==> src/rtl/lcc_pkg.sv <==
// Shared constants and types for the card-number Luhn checker.
`timescale 1ns / 1ps
package lcc_pkg;

  localparam int NUM_BITS   = 64;
  localparam int NUM_DIGITS = 20;
  localparam int DIGIT_W    = 4;
  localparam int COUNT_W    = 5;
  localparam int CNT_W      = 6;

  localparam logic [1:0] KIND_INVALID    = 2'd0;
  localparam logic [1:0] KIND_VISA       = 2'd1;
  localparam logic [1:0] KIND_AMEX       = 2'd2;
  localparam logic [1:0] KIND_MASTERCARD = 2'd3;

  // Control word broadcast to every digit cell.
  typedef struct packed {
    logic clear;
    logic dabble;
    logic drain;
  } cell_ctl_t;

  // Verdict of the Luhn accumulator.
  typedef struct packed {
    logic [1:0]         kind;
    logic               ok;
    logic [COUNT_W-1:0] count;
  } verdict_t;

endpackage

==> src/rtl/luhn_card_classifier.sv <==
// Top level: Luhn mod-10 checker and card brand classifier.
`timescale 1ns / 1ps
// Usage:
//   Input channel in_valid / in_stall carries one 64-bit card number per beat.
//   Result channel out_valid / out_stall carries card kind, checksum flag and
//   digit count, one result beat per input beat, in order.
// Operation:
//   A chain of twenty BCD digit cells converts the number by shift-and-add-3,
//   one binary bit per cycle. The chain then drains toward the low end, one
//   digit per cycle, into the Luhn accumulator that sums, counts digits and
//   keeps the leading two digits.
// Sequencing:
//   A number is taken only in idle; it passes through conversion, drain and a
//   done state before the verdict enters the result register, and the next
//   number can be taken only once the block is back in idle.
// Reset:
//   rst_n low (synchronous) returns to idle and empties the result register.
// Stall:
//   A waiting result holds in the output register while the next number is
//   taken and converted; a finished verdict holds until the register frees.
module luhn_card_classifier (
  input  logic        clk,
  input  logic        rst_n,
  input  logic        in_valid,
  output logic        in_stall,
  input  logic [63:0] in_card_number,
  output logic        out_valid,
  input  logic        out_stall,
  output logic [1:0]  out_card_kind,
  output logic        out_checksum_ok,
  output logic [4:0]  out_digit_count
);

  localparam logic [1:0] ST_IDLE  = 2'd0;
  localparam logic [1:0] ST_CONV  = 2'd1;
  localparam logic [1:0] ST_DRAIN = 2'd2;
  localparam logic [1:0] ST_DONE  = 2'd3;

  localparam int NB = lcc_pkg::NUM_BITS;
  localparam int ND = lcc_pkg::NUM_DIGITS;
  localparam int DW = lcc_pkg::DIGIT_W;

  logic [1:0]                state_r, state_nxt;
  logic [lcc_pkg::CNT_W-1:0] cnt_r, cnt_nxt;
  logic [NB-1:0]             bin_r, bin_nxt;
  logic                      out_valid_r, out_valid_nxt;
  logic [1:0]                kind_r, kind_nxt;
  logic                      ok_r, ok_nxt;
  logic [4:0]                count_r, count_nxt;

  logic                      take_in;
  logic                      out_free;
  lcc_pkg::cell_ctl_t        ctl;
  lcc_pkg::verdict_t         verdict;
  logic [ND-1:0]             carry;
  logic [DW-1:0]             digits [ND];

  assign in_stall = (state_r != ST_IDLE);
  assign take_in  = in_valid && !in_stall;
  assign out_free = !out_valid_r || !out_stall;

  // Clear cells on a new number, dabble while converting, drain while scanning.
  assign ctl.clear  = take_in;
  assign ctl.dabble = (state_r == ST_CONV);
  assign ctl.drain  = (state_r == ST_DRAIN);

  genvar k;
  generate
    for (k = 0; k < ND; k++) begin : g_cell
      logic          bit_in_w;
      logic [DW-1:0] up_w;
      if (k == 0) begin : g_low
        assign bit_in_w = bin_r[NB-1];
      end else begin : g_mid
        assign bit_in_w = carry[k-1];
      end
      if (k == ND - 1) begin : g_top
        assign up_w = '0;
      end else begin : g_below
        assign up_w = digits[k+1];
      end
      lcc_digit_cell u_cell (
        .clk      (clk),
        .ctl      (ctl),
        .bit_in   (bit_in_w),
        .bit_out  (carry[k]),
        .up_digit (up_w),
        .digit    (digits[k])
      );
    end
  endgenerate

  lcc_luhn_acc u_acc (
    .clk     (clk),
    .clear   (take_in),
    .en      (state_r == ST_DRAIN),
    .idx     (cnt_r[lcc_pkg::COUNT_W-1:0]),
    .digit   (digits[0]),
    .verdict (verdict)
  );

  always_comb begin
    state_nxt     = state_r;
    cnt_nxt       = cnt_r;
    bin_nxt       = bin_r;
    out_valid_nxt = out_valid_r;
    kind_nxt      = kind_r;
    ok_nxt        = ok_r;
    count_nxt     = count_r;
    if (out_valid_r && !out_stall) begin
      out_valid_nxt = 1'b0;
    end
    case (state_r)
      ST_IDLE: begin
        if (take_in) begin
          bin_nxt   = in_card_number;
          cnt_nxt   = '0;
          state_nxt = ST_CONV;
        end
      end
      ST_CONV: begin
        // Advance one binary bit into the low cell each cycle.
        bin_nxt = {bin_r[NB-2:0], 1'b0};
        if (cnt_r == lcc_pkg::CNT_W'(NB - 1)) begin
          cnt_nxt   = '0;
          state_nxt = ST_DRAIN;
        end else begin
          cnt_nxt = cnt_r + 1'b1;
        end
      end
      ST_DRAIN: begin
        if (cnt_r == lcc_pkg::CNT_W'(ND - 1)) begin
          state_nxt = ST_DONE;
        end else begin
          cnt_nxt = cnt_r + 1'b1;
        end
      end
      ST_DONE: begin
        // Hold the verdict until the result register frees.
        if (out_free) begin
          out_valid_nxt = 1'b1;
          kind_nxt      = verdict.kind;
          ok_nxt        = verdict.ok;
          count_nxt     = verdict.count;
          state_nxt     = ST_IDLE;
        end
      end
      default: begin
        state_nxt = ST_IDLE;
      end
    endcase
  end

  always_ff @(posedge clk) begin
    if (!rst_n) begin
      state_r     <= ST_IDLE;
      cnt_r       <= '0;
      out_valid_r <= 1'b0;
    end else begin
      state_r     <= state_nxt;
      cnt_r       <= cnt_nxt;
      out_valid_r <= out_valid_nxt;
    end
  end

  always_ff @(posedge clk) begin
    bin_r   <= bin_nxt;
    kind_r  <= kind_nxt;
    ok_r    <= ok_nxt;
    count_r <= count_nxt;
  end

  assign out_valid       = out_valid_r;
  assign out_card_kind   = kind_r;
  assign out_checksum_ok = ok_r;
  assign out_digit_count = count_r;

`ifndef SYNTHESIS
  a_kind_needs_ok : assert property (@(posedge clk) disable iff (!rst_n)
    out_valid && out_card_kind != lcc_pkg::KIND_INVALID |-> out_checksum_ok)
    else $error("brand reported with failed checksum");

  a_count_range : assert property (@(posedge clk) disable iff (!rst_n)
    out_valid |-> out_digit_count <= 5'd20)
    else $error("digit count above twenty");

  a_visa_len : assert property (@(posedge clk) disable iff (!rst_n)
    out_valid && out_card_kind == lcc_pkg::KIND_VISA |->
      (out_digit_count == 5'd13 || out_digit_count == 5'd16))
    else $error("visa with wrong length");

  a_accept_starts : assert property (@(posedge clk) disable iff (!rst_n)
    take_in |=> state_r == ST_CONV && cnt_r == '0)
    else $error("accepted beat did not start conversion");

  a_conv_to_drain : assert property (@(posedge clk) disable iff (!rst_n)
    state_r == ST_CONV && cnt_r == lcc_pkg::CNT_W'(NB - 1) |=> state_r == ST_DRAIN)
    else $error("conversion did not hand over to drain");
`endif

endmodule

==> src/rtl/lcc_digit_cell.sv <==
// One BCD digit cell of the binary-to-decimal shift chain.
`timescale 1ns / 1ps
module lcc_digit_cell (
  input  logic                        clk,
  input  lcc_pkg::cell_ctl_t          ctl,
  input  logic                        bit_in,
  output logic                        bit_out,
  input  logic [lcc_pkg::DIGIT_W-1:0] up_digit,
  output logic [lcc_pkg::DIGIT_W-1:0] digit
);

  logic [lcc_pkg::DIGIT_W-1:0] digit_r;
  logic [lcc_pkg::DIGIT_W-1:0] digit_nxt;
  logic [lcc_pkg::DIGIT_W-1:0] adj;

  // Add three when five or more so the shift carries into the next decade.
  assign adj     = (digit_r >= 4'd5) ? (digit_r + 4'd3) : digit_r;
  assign bit_out = adj[3];
  assign digit   = digit_r;

  always_comb begin
    digit_nxt = digit_r;
    if (ctl.clear) begin
      digit_nxt = '0;
    end else if (ctl.dabble) begin
      digit_nxt = {adj[2:0], bit_in};
    end else if (ctl.drain) begin
      digit_nxt = up_digit;
    end
  end

  always_ff @(posedge clk) begin
    digit_r <= digit_nxt;
  end

endmodule

==> src/rtl/lcc_luhn_acc.sv <==
// Luhn sum, digit count, prefix capture and brand decision over drained digits.
`timescale 1ns / 1ps
module lcc_luhn_acc (
  input  logic                        clk,
  input  logic                        clear,
  input  logic                        en,
  input  logic [lcc_pkg::COUNT_W-1:0] idx,
  input  logic [lcc_pkg::DIGIT_W-1:0] digit,
  output lcc_pkg::verdict_t           verdict
);

  logic [3:0]                  sum_r, sum_nxt;
  logic [lcc_pkg::COUNT_W-1:0] count_r, count_nxt;
  logic [3:0]                  lead_r, lead_nxt;
  logic [3:0]                  second_r, second_nxt;
  logic [3:0]                  prev_r, prev_nxt;
  logic [4:0]                  term;
  logic [4:0]                  total;
  logic                        ok;

  // Even positions from the right (odd idx) are doubled with digit folding.
  always_comb begin
    if (idx[0]) begin
      term = (digit < 4'd5) ? {digit, 1'b0} : ({digit, 1'b0} - 5'd9);
    end else begin
      term = {1'b0, digit};
    end
    total = {1'b0, sum_r} + term;
    if (total >= 5'd10) begin
      total = total - 5'd10;
    end
  end

  always_comb begin
    sum_nxt    = sum_r;
    count_nxt  = count_r;
    lead_nxt   = lead_r;
    second_nxt = second_r;
    prev_nxt   = prev_r;
    if (clear) begin
      sum_nxt    = '0;
      count_nxt  = '0;
      lead_nxt   = '0;
      second_nxt = '0;
      prev_nxt   = '0;
    end else if (en) begin
      sum_nxt  = total[3:0];
      prev_nxt = digit;
      if (digit != 4'd0) begin
        count_nxt  = idx + 5'd1;
        lead_nxt   = digit;
        second_nxt = prev_r;
      end
    end
  end

  always_ff @(posedge clk) begin
    sum_r    <= sum_nxt;
    count_r  <= count_nxt;
    lead_r   <= lead_nxt;
    second_r <= second_nxt;
    prev_r   <= prev_nxt;
  end

  assign ok = (sum_r == 4'd0);

  always_comb begin
    verdict.ok    = ok;
    verdict.count = count_r;
    verdict.kind  = lcc_pkg::KIND_INVALID;
    if (ok) begin
      if ((count_r == 5'd13 || count_r == 5'd16) && lead_r == 4'd4) begin
        verdict.kind = lcc_pkg::KIND_VISA;
      end else if (count_r == 5'd15 && lead_r == 4'd3 &&
                   (second_r == 4'd4 || second_r == 4'd7)) begin
        verdict.kind = lcc_pkg::KIND_AMEX;
      end else if (count_r == 5'd16 && lead_r == 4'd5 &&
                   (second_r inside {[4'd1:4'd5]})) begin
        verdict.kind = lcc_pkg::KIND_MASTERCARD;
      end
    end
  end

endmodule
==> config.mk <==
export PLATFORM = sky130hd
export DESIGN_NAME = luhn_card_classifier
export DESIGN_NICKNAME = d
export VERILOG_FILES = /design/src/rtl/lcc_pkg.sv /design/src/rtl/luhn_card_classifier.sv /design/src/rtl/lcc_digit_cell.sv /design/src/rtl/lcc_luhn_acc.sv
export SDC_FILE = /design/constraint.sdc
export NUM_CORES = 1
export LEC_CHECK = 0
export BUFFER_PORTS_ARGS = -buffer_cell sky130_fd_sc_hd__buf_2
export CAP_MARGIN = 25
export CORE_UTILIZATION = 35
export CTS_CLUSTER_DIAMETER = 60
export DETAILED_ROUTE_END_ITERATION = 7
export GPL_ROUTABILITY_DRIVEN = 0
export PLACE_DENSITY = 0.59
export SLEW_MARGIN = 40
export SYNTH_ARGS = -nofsm -noshare
export SYNTH_HDL_FRONTEND = slang
export SYNTH_HIERARCHICAL = 1
export SYNTH_SLANG_ARGS = --single-unit
==> constraint.sdc <==
create_clock -name clk -period 4.63 [get_ports clk]
set_input_delay 1.1575 -clock clk [delete_from_list [all_inputs] [get_ports clk]]
set_output_delay 1.1575 -clock clk [all_outputs]
set_load 0.01 [all_outputs]
==> out/results.tsv, run 1 <==
stage	metric	value	unit
routing	Antenna Violating Nets Remaining	0	
clock_network	Post-CTS Setup Inserts	0	
worst_setup_path	reg2reg start	g_cell[0].u_cell/digit[0]	
timing	Slew @ Worst Pin	729.0	ps
timing	Slew Viols, Final	0	
layout	Diodes inserted	0	
grt	Tot GR Track Use	0.1400	
outcome	status	finished, final reports clean	
timing	RSZ-0062 raised after global routing	false	
floorplanning	Core Area	28940	um2
layout	Util after Layout	0.4076	
grt	vias in the first global route	7606	
grt	first-pass GRT wire length	35.58	mm
clock_network	clock sink count	182	
synth	Yosys Warn Count	6	
synth	syn_area_per_cell	9.805	um2
worst_setup_path	CP startpoint kind	register	
floorplanning	DIE WIDTH	174.2	um
routing	Pre-Repair DR Iteration Count	5	
worst_setup_path	Reg2Reg Setup Slack	1280	ps
floorplanning	area of the die	30330	um2
layout	fillers	2837	
min_path	Worst Hold Depth	2	
timing	Worst slew margin	0.5130	
timing	# setup viols final	0	
floorplanning	Starting Density	0.3585	
grt	pin count of the biggest net entering global routing	108	
worst_setup_path	CP cell instances	inv_1, ha_1, inv_1, a21oi_1, xnor2_1, nand2_1, o21ai_0, inv_1, fa_1, xnor2_1, inv_1, ha_1, o31ai_1, a22oi_2, or3_1, a31oi_1	
floorplanning	Die Y	174.2	um
worst_setup_path	CP most frequent cell	inv_1	
routing	drt wl/cell	13.43	um
timing	Clock Skews	16.43	ps
worst_setup_path	FF-to-FF End	u_acc/sum_r[2]	
synth	Gate Count Post-Synth	1058	
clock_network	CTS tree	done	
pwr	Cell Pwr Density	614.0	nW/um2
layout	P&R area growth vs syn	13.70	%
clock_network	H-tree lvl count	4	
min_path	Hold Crit Start	u_acc/prev_r[0]	
grt	global route overflow	0	
layout	final net count	1256	
pwr	Pwr Total	7.242	mW
worst_setup_path	Crit path depth	16	
clock_network	Post-CTS Hold Fix Bufs	0	
min_path	Hold Crit Class	reg2reg	
worst_setup_path	Critical Path RT	4990	ps
timing	minimum clock period	3346	ps
timing	Hold Slack	450.9	ps
clock_network	CTS clk-pin slew, worst paths	80	ps
layout	FF+latch area	4364	um2
timing	post-route setup TNS	0	ps
worst_setup_path	Reg2Reg Depth	16	
timing	Final Cycle Share	0.7227	
clock_network	CTS Buf Count	17	
worst_setup_path	CP top delay family	adder cells	
worst_setup_path	Worst Path Arrival	3710	ps
layout	footprint of the multi-input gates	5648	um2
min_path	WHS Endpoint	u_acc/second_r[0]	
grt	initial antenna violation count	0	
floorplanning	Top Ports	78	
floorplanning	row count	62	
worst_setup_path	crit path kind	reg2reg	
timing	Fmax	298.9	MHz
pwr	Peak VDD IR	305.8	uV
clock_network	Worst-Skew Late Latency	440	ps
routing	WL final	20.56	mm
worst_setup_path	crit-path max FO	13	
synth	synthesized area	10370	um2
place	Final HPWL DP	13.48	mm
worst_setup_path	CP max stage cell	dfxtp_1	
routing	via count	7911	
worst_setup_path	Buf/Inv on CP	4	
routing	1st-iter DRT viols	540	
worst_setup_path	CP Capture Type	register	
place	IO buf count	77	
clock_network	Clock Tree Buf Depth	2	
clock_network	CTS resizes	0	
routing	Vias/cell	5.167	
pwr	leakage power	4.011	nW
routing	Residual DRC	0	
layout	share of layout cells above drive strength 1	0.1979	
job	Max Cap Viol	0	
timing	Final Hold Violating Endpoints	0	
clock_network	clk root buf	clkbuf_16	
worst_setup_path	CP peak stage delay	590	ps
state kept, by name (all words and copies together) (netlist names):
signal	count
bin_r	64
cnt_r	6
g_cell.u_cell/digit	80
out_card_kind	2
out_checksum_ok	1
out_digit_count	5
out_valid	1
state_r	2
u_acc/count_r	5
u_acc/lead_r	4
u_acc/prev_r	4
u_acc/second_r	4
u_acc/sum_r	4
per-stage QoR:
step	setup WS (ps)	cell area [um2]	cells
global placement	1376	11160	1497
floorplan	66.78	10390	1061
detailed placement	1252	11180	1498
CTS	1247	11780	1530
global route	928.1	11800	1531
finish	1284	11800	1531
final cells by class:
type / instances / share of cell area
Multi-Input combinational cell: 794 / 0.4788
Sequential cell: 182 / 0.3700
Timing Repair Buffer: 87 / 0.04328
Tap cell: 384 / 0.04073
Clock buffer: 17 / 0.03607
Inverter: 52 / 0.01655
Clock inverter: 15 / 0.01453
per-layer routing:
| layer | wire (um) | part of all wire | global-route usage | up-vias |
|---|---|---|---|---|
| met5 | 0 | 0 | 0 | - |
| met4 | 273 | 0.013 | 0.05227 | 0 |
| met3 | 370 | 0.018 | 0.02078 | 16 |
| met2 | 10000 | 0.49 | 0.2360 | 76 |
| met1 | 9914 | 0.48 | 0.1807 | 3762 |
| li1 | - | - | - | 4057 |
power breakdown:
group | internal [mW] | switching, mW
Combinational | 1.29 | 1.72
Sequential | 2.34 | 0.449
Clock | 0.729 | 0.725
Total | 4.35 | 2.89
worst reg2reg max path: cells and delay by family, from the launching register on:
kind                     cells  cell delay (ps)
AO/OA/AOI/OAI                5              570
adder cells (fa/ha/maj)      3              920
AND/OR/NAND/NOR              2              380
buffers and inverters        4              360
flip-flops                   1              590
XOR/XNOR                     2              440
cell usage in the layout, fill, tap and decap left out, types with 5 or more instances in the layout:
| master | n |
|---|---|
| o311ai_1 | 20 |
| nand4b_1 | 22 |
| xnor2_1 | 8 |
| a31oi_1 | 22 |
| or2b_1 | 19 |
| ha_1 | 51 |
| mux2_2 | 63 |
| nor2_1 | 95 |
| nand2_1 | 110 |
| buf_2 | 77 |
| o21a_1 | 22 |
| nor3b_1 | 22 |
| a21oi_1 | 76 |
| mux2i_1 | 45 |
| a221oi_1 | 20 |
| or4b_1 | 20 |
| clkinv_8 | 5 |
| clkbuf_16 | 17 |
| nand3_1 | 5 |
| dfxtp_1 | 110 |
| inv_1 | 52 |
| nand2b_1 | 23 |
| edfxtp_1 | 72 |
| a21oi_2 | 21 |
| buf_4 | 6 |
| a211oi_1 | 7 |
| o21ai_0 | 66 |
| inv_6 | 5 |
worst max-delay path by stage:
stage / from / end
4_1_cts: g_cell[0].u_cell/digit[0] / u_acc/sum_r[2]
5_1_grt: g_cell[0].u_cell/digit[0] / u_acc/sum_r[2]
2_1_floorplan: state_r[0] / cnt_r[2]
3_3_place_gp: g_cell[0].u_cell/digit[0] / u_acc/sum_r[2]
3_5_place_dp: g_cell[0].u_cell/digit[0] / u_acc/sum_r[2]
6_report: g_cell[0].u_cell/digit[0] / u_acc/sum_r[2]
Note: power is estimated with default switching activity, not from simulation.
==> inputs of run 2 (changes only) <==
- clock period: 4.63 -> 2.8 ns (I/O delays scaled with it)
==> run 2 against run 1 <==
Clock skew is 3.7 ps higher; fmax is 25% higher; global-route usage is 0.15 points lower; clock power is 70% higher; first-iteration DRC count is 15% lower; cell count is 0.72% higher; utilization is 0.69 points higher; power is 70% higher; register-to-register slack worse by 1200 ps; cell area is 1.7% higher; critical path type unchanged; largest cell class unchanged; highest routed layer unchanged.
==> out/results.tsv, run 2 (synthesis results as in run 1) <==
stage	metric	value	unit
routing	drt wl/cell	13.27	um
floorplanning	Core Area	28940	um2
timing	Hold Slack	456.7	ps
routing	met3 wire len	363	um
routing	Residual DRC	0	
outcome	status	finished, final reports clean	
clock_network	clk root buf	clkbuf_16	
clock_network	Clock Tree Buf Depth	2	
layout	max reg flops	80	
routing	1st-iter DRT viols	458	
job	Max Cap Viol	0	
place	dpl ws	-151.0	ps
place	Final HPWL DP	13.49	mm
layout	most frequent cells in the layout	110 x nand2_1, 108 x dfxtp_1, 96 x nor2_1	
timing	Fmax	373.4	MHz
routing	WL final	20.47	mm
worst_setup_path	FF-to-FF End	u_acc/sum_r[2]	
layout	Diodes inserted	0	
routing	DR top layer	met4	
layout	commonest non-fill, non-tap cell in the layout	nand2_1	
floorplanning	Top Ports	78	
timing	Slew @ Worst Pin	719.2	ps
timing	final worst slack	122.1	ps
clock_network	CTS tree	done	
floorplanning	area of the die	30330	um2
min_path	Hold Crit Start	u_acc/prev_r[2]	
worst_setup_path	CP Capture Type	register	
min_path	WHS Endpoint	u_acc/second_r[2]	
timing	Final Hold Violating Endpoints	0	
clock_network	H-tree lvl count	4	
timing	post-route setup TNS	0	ps
pwr	leakage power	4.095	nW
clock_network	CTS clk-pin slew, worst paths	80	ps
routing	routed wl met2	9.891	mm
timing	minimum clock period	2678	ps
layout	P&R area growth vs syn	15.63	%
timing	Final Cycle Share	0.9564	
min_path	Worst Hold Depth	2	
pwr	combinational power share	0.430	
grt	pin count of the biggest net entering global routing	105	
routing	DRT met1 WL	10.06	mm
pwr	sequential group share of total power	0.369	
pwr	Pwr Total	12.31	mW
pwr	sw frac	0.3971	
routing	Pre-Repair DR Iteration Count	4	
clock_network	clock sink count	182	
worst_setup_path	reg2reg start	g_cell[0].u_cell/digit[1]	
routing	Antenna Violating Nets Remaining	0	
timing	# setup viols final	0	
layout	design area	12000	um2
worst_setup_path	Critical Path RT	3150	ps
layout	final net count	1267	
worst_setup_path	Worst Path Arrival	3030	ps
worst_setup_path	CP startpoint kind	register	
grt	Tot GR Track Use	0.1385	
timing	Worst slew margin	0.5195	
grt	global route overflow	0	
floorplanning	DIE WIDTH	174.2	um
worst_setup_path	Reg2Reg Setup Slack	120	ps
routing	via count	7929	
worst_setup_path	crit-path max FO	3	
floorplanning	row count	62	
pwr	clock share of power	0.201	
clock_network	Worst-Skew Late Latency	440	ps
min_path	Hold Crit Class	reg2reg	
pwr	switching power	4.887	mW
routing	Vias/cell	5.142	
pwr	Cell Pwr Density	1026	nW/um2
place	dpl cells	1508	
grt	vias in the first global route	7446	
worst_setup_path	crit path kind	reg2reg	
layout	share of layout cells above drive strength 1	0.2185	
clock_network	CTS Buf Count	17	
pwr	Peak VDD IR	819.3	uV
timing	Slew Viols, Final	0	
timing	RSZ-0062 raised after global routing	false	
floorplanning	Die Y	174.2	um
floorplanning	Starting Density	0.3585	
layout	Util after Layout	0.4146	
grt	first-pass GRT wire length	35.36	mm
worst_setup_path	Reg2Reg Depth	15	
layout	non-filler cells, final	1542	
grt	initial antenna violation count	0	
timing	Clock Skews	20.17	ps
place	Post-DP Area	11320	um2
place	IO buf count	77	
pwr	Internal	7.419	mW
## run 2: changes by cell type in the layout (fill, tap and decap cells not counted), moves of 2 or more
cell     delta
buf_12      +3
dfxtp_1     -2
a21oi_1     -2
inv_2       +4
ha_2        +2
inv_1       -4
buf_4       +8
inv_6       -2
ha_1        -3
dfxtp_2     +2
## run 2: worst max path at each step
stage | startpoint | to | cells past startpoint
after floorplan | g_cell[0].u_cell/digit[0] | u_acc/sum_r[2] | 16
after global placement | g_cell[0].u_cell/digit[1] | u_acc/sum_r[2] | 16
after detailed placement | g_cell[0].u_cell/digit[1] | u_acc/sum_r[2] | 16
after CTS | g_cell[0].u_cell/digit[1] | u_acc/sum_r[2] | 16
after global routing | g_cell[0].u_cell/digit[1] | u_acc/sum_r[2] | 15
final | g_cell[0].u_cell/digit[1] | u_acc/sum_r[2] | 15
## run 2: area by class of cell
type,instances,area [um2]
inverter,52,195.2
fill,2793,16940
multi-input combinational,794,5707
clock inverter,15,190.2
tap,384,480.5
timing repair buffer,98,630.6
clock buffer,17,425.4
sequential,182,4367
## run 2: power groups by stage
stage	registers [mW]	clock network, mW	logic, mW
2_1_floorplan	4.42	0	4.17
3_3_place_gp	4.57	0	5.13
3_5_place_dp	4.60	0	5.21
4_1_cts	4.54	2.55	5.30
5_1_grt	4.69	2.63	5.96
6_report	4.54	2.47	5.30
## run 2: layer usage
layer  up-vias  GRT usage
met3        12    0.02559
met5         -          0
li1       4077          -
met1      3790     0.1842
met2        50     0.2315
met4         0    0.03326
## run 2: repair_timing
item | 4_1_cts | 5_1_grt
buffers inserted | 2 | 0
hold endpoints to repair | 0 | 0
setup endpoints to repair | 3 | 3
pin swaps | 4 | 7
gates resized for setup | 4 | 11
hold buffers | 0 | 0
## run 2: worst max-delay path: stages, from the launching register on
cell	delay, ps
dfxtp_2	330
inv_2	70
ha_4	130
inv_2	40
a21oi_4	180
xnor2_1	140
nand2_1	80
o21ai_2	110
inv_2	60
fa_2	390
xnor2_2	160
buf_4	140
o31ai_2	200
a22oi_2	90
or3_1	320
a31oi_1	160
==> inputs of run 3 (changes only) <==
- CORE_UTILIZATION: 35 -> 40
- PLACE_DENSITY: 0.59 -> 0.65
- clock period: 2.8 -> 2.3 ns (I/O delays scaled with it)
==> run 3 against run 2 <==
The flow now finishes with violations (negative setup slack); power rose by 23%; register-to-register slack lost 390 ps; clock power increased by 18%; sequential cell count unchanged; worst hold slack got worse by 29 ps; critical path depth increased by 1; clock-buffer cell count stayed put; clock skew is 7.7 ps lower; fmax rose by 4.4%; global-route usage up 1.7 points; critical endpoint unchanged; highest routed layer unchanged.
==> out/results.tsv, run 3 (synthesis results as in run 1) <==
stage	metric	value	unit
layout	non-filler cells, final	1504	
routing	Antenna Violating Nets Remaining	0	
worst_setup_path	CP Capture Type	register	
clock_network	CTS tree	done	
timing	Clock Skews	12.48	ps
timing	Final Hold Violating Endpoints	0	
timing	Worst slew margin	0.5835	
timing	Slew @ Worst Pin	620.5	ps
pwr	Peak VDD IR	636.0	uV
routing	DR top layer	met4	
pwr	Cell Pwr Density	1260	nW/um2
routing	DRT met1 WL	10.01	mm
clock_network	Worst-Skew Late Latency	430	ps
routing	via count	7988	
routing	met3 wire len	359	um
clock_network	clock sink count	182	
min_path	Hold Crit Class	in2reg	
floorplanning	row count	58	
layout	Util after Layout	0.4756	
worst_setup_path	Reg2Reg Depth	16	
timing	Fmax	389.7	MHz
outcome	status	finished, violations left	
layout	max reg flops	80	
grt	Tot GR Track Use	0.1555	
routing	Pre-Repair DR Iteration Count	4	
grt	global route overflow	0	
clock_network	Post-CTS Hold Fix Bufs	0	
floorplanning	Top Ports	78	
grt	first-pass GRT wire length	34.49	mm
place	IO buf count	77	
layout	P&R area growth vs syn	16.13	%
worst_setup_path	Critical Path RT	2660	ps
clock_network	clk root buf	clkbuf_16	
worst_setup_path	crit-path max FO	4	
worst_setup_path	CP startpoint kind	register	
place	dpl cells	1468	
timing	final worst slack	-266.2	ps
job	Max Cap Viol	0	
clock_network	H-tree lvl count	4	
layout	share of layout cells above drive strength 1	0.2300	
grt	initial antenna violation count	0	
timing	Slew Viols, Final	0	
layout	footprint of the multi-input gates	5737	um2
floorplanning	DIE WIDTH	163.0	um
routing	drt wl/cell	13.59	um
layout	FF+latch area	4372	um2
floorplanning	area of the die	26580	um2
layout	Diodes inserted	0	
clock_network	CTS clk-pin slew, worst paths	80	ps
timing	minimum clock period	2566	ps
clock_network	Clock Tree Buf Depth	2	
routing	Vias/cell	5.311	
pwr	leakage power	4.172	nW
grt	vias in the first global route	7383	
routing	routed wl met2	9.759	mm
layout	most frequent cells in the layout	109 x nand2_1, 108 x dfxtp_1, 95 x nor2_1	
place	Final HPWL DP	13.61	mm
floorplanning	Core Area	25330	um2
timing	Final Cycle Share	1.116	
floorplanning	Die Y	163.0	um
floorplanning	Starting Density	0.4096	
routing	1st-iter DRT viols	432	
timing	RSZ-0062 raised after global routing	true	
layout	final net count	1283	
routing	WL final	20.43	mm
min_path	Worst Hold Depth	2	
clock_network	CTS Buf Count	17	
outcome	failing checks	negative setup slack	
timing	# setup viols final	3	
layout	commonest non-fill, non-tap cell in the layout	nand2_1	
layout	fillers	2360	
worst_setup_path	Worst Path Arrival	2930	ps
worst_setup_path	crit path kind	reg2reg	
grt	pin count of the biggest net entering global routing	114	
routing	Residual DRC	0	
## run 3: critical path: stages (launching register included)
cell and delay, ps:
dfxtp_4 350, inv_4 60, ha_4 150, inv_4 40
a21oi_4 150, xnor2_1 130, nand2_1 80, o21ai_2 70
inv_1 70, fa_2 370, xnor2_2 180, inv_1 90
ha_4 180, o31ai_4 50, a22oi_2 100, or3_1 330
a31oi_1 120
## run 3: per-stage QoR
stage                     setup TNS (ps)  total power [mW]  hold WS [ps]  cell area, um2  worst slack [ps]
after detailed placement           -1026             12.16         453.2           11390            -394.7
after global routing               -1152             16.34         418.6           12050            -401.1
final                             -748.0             15.18         427.7           12050            -266.2
after CTS                         -940.2             15.29         411.4           12040            -327.3
after floorplan                   -682.5             10.56         431.2           10480            -279.9
after global placement            -798.7             12.00         445.0           11390            -304.5
## run 3: area by class of cell
class / count / area share
well taps: 330 / 0.03427
inverters: 52 / 0.01662
multi-input cells: 794 / 0.4762
clock inverters: 15 / 0.01340
repair buffers: 114 / 0.06128
clock buffers: 17 / 0.03531
flip-flops and latches: 182 / 0.3629
## run 3: per-layer routing
layer | vias to the layer above | global-route usage
met3 | 24 | 0.02412
met2 | 66 | 0.2567
met4 | 0 | 0.04715
li1 | 4127 | -
met5 | - | 0
met1 | 3771 | 0.2084
## run 3: report_power, final
group	switching, mW	internal, mW	leakage, nW	total, mW
Sequential	0.829	4.71	1.59	5.54
Clock	1.46	1.46	0.288	2.92
Combinational	3.70	3.02	2.30	6.72
Total	5.99	9.19	4.17	15.2
## run 3: path summary, 6_finish.rpt
path | slack [ps] | start | end
worst max-delay path | -270 | g_cell[0].u_cell/digit[1] | u_acc/sum_r[2]
worst min-delay path | 430 | in_card_number[0] | bin_r[0]
worst max register to register | -270 | g_cell[0].u_cell/digit[1] | u_acc/sum_r[2]
worst min register to register | 460 | u_acc/prev_r[0] | u_acc/second_r[0]
## run 3: timing repair
item	4_1_cts	5_1_grt
endpoints found under the setup margin	3	3
pin swaps	12	10
buffers inserted	3	1
resized for setup	8	0
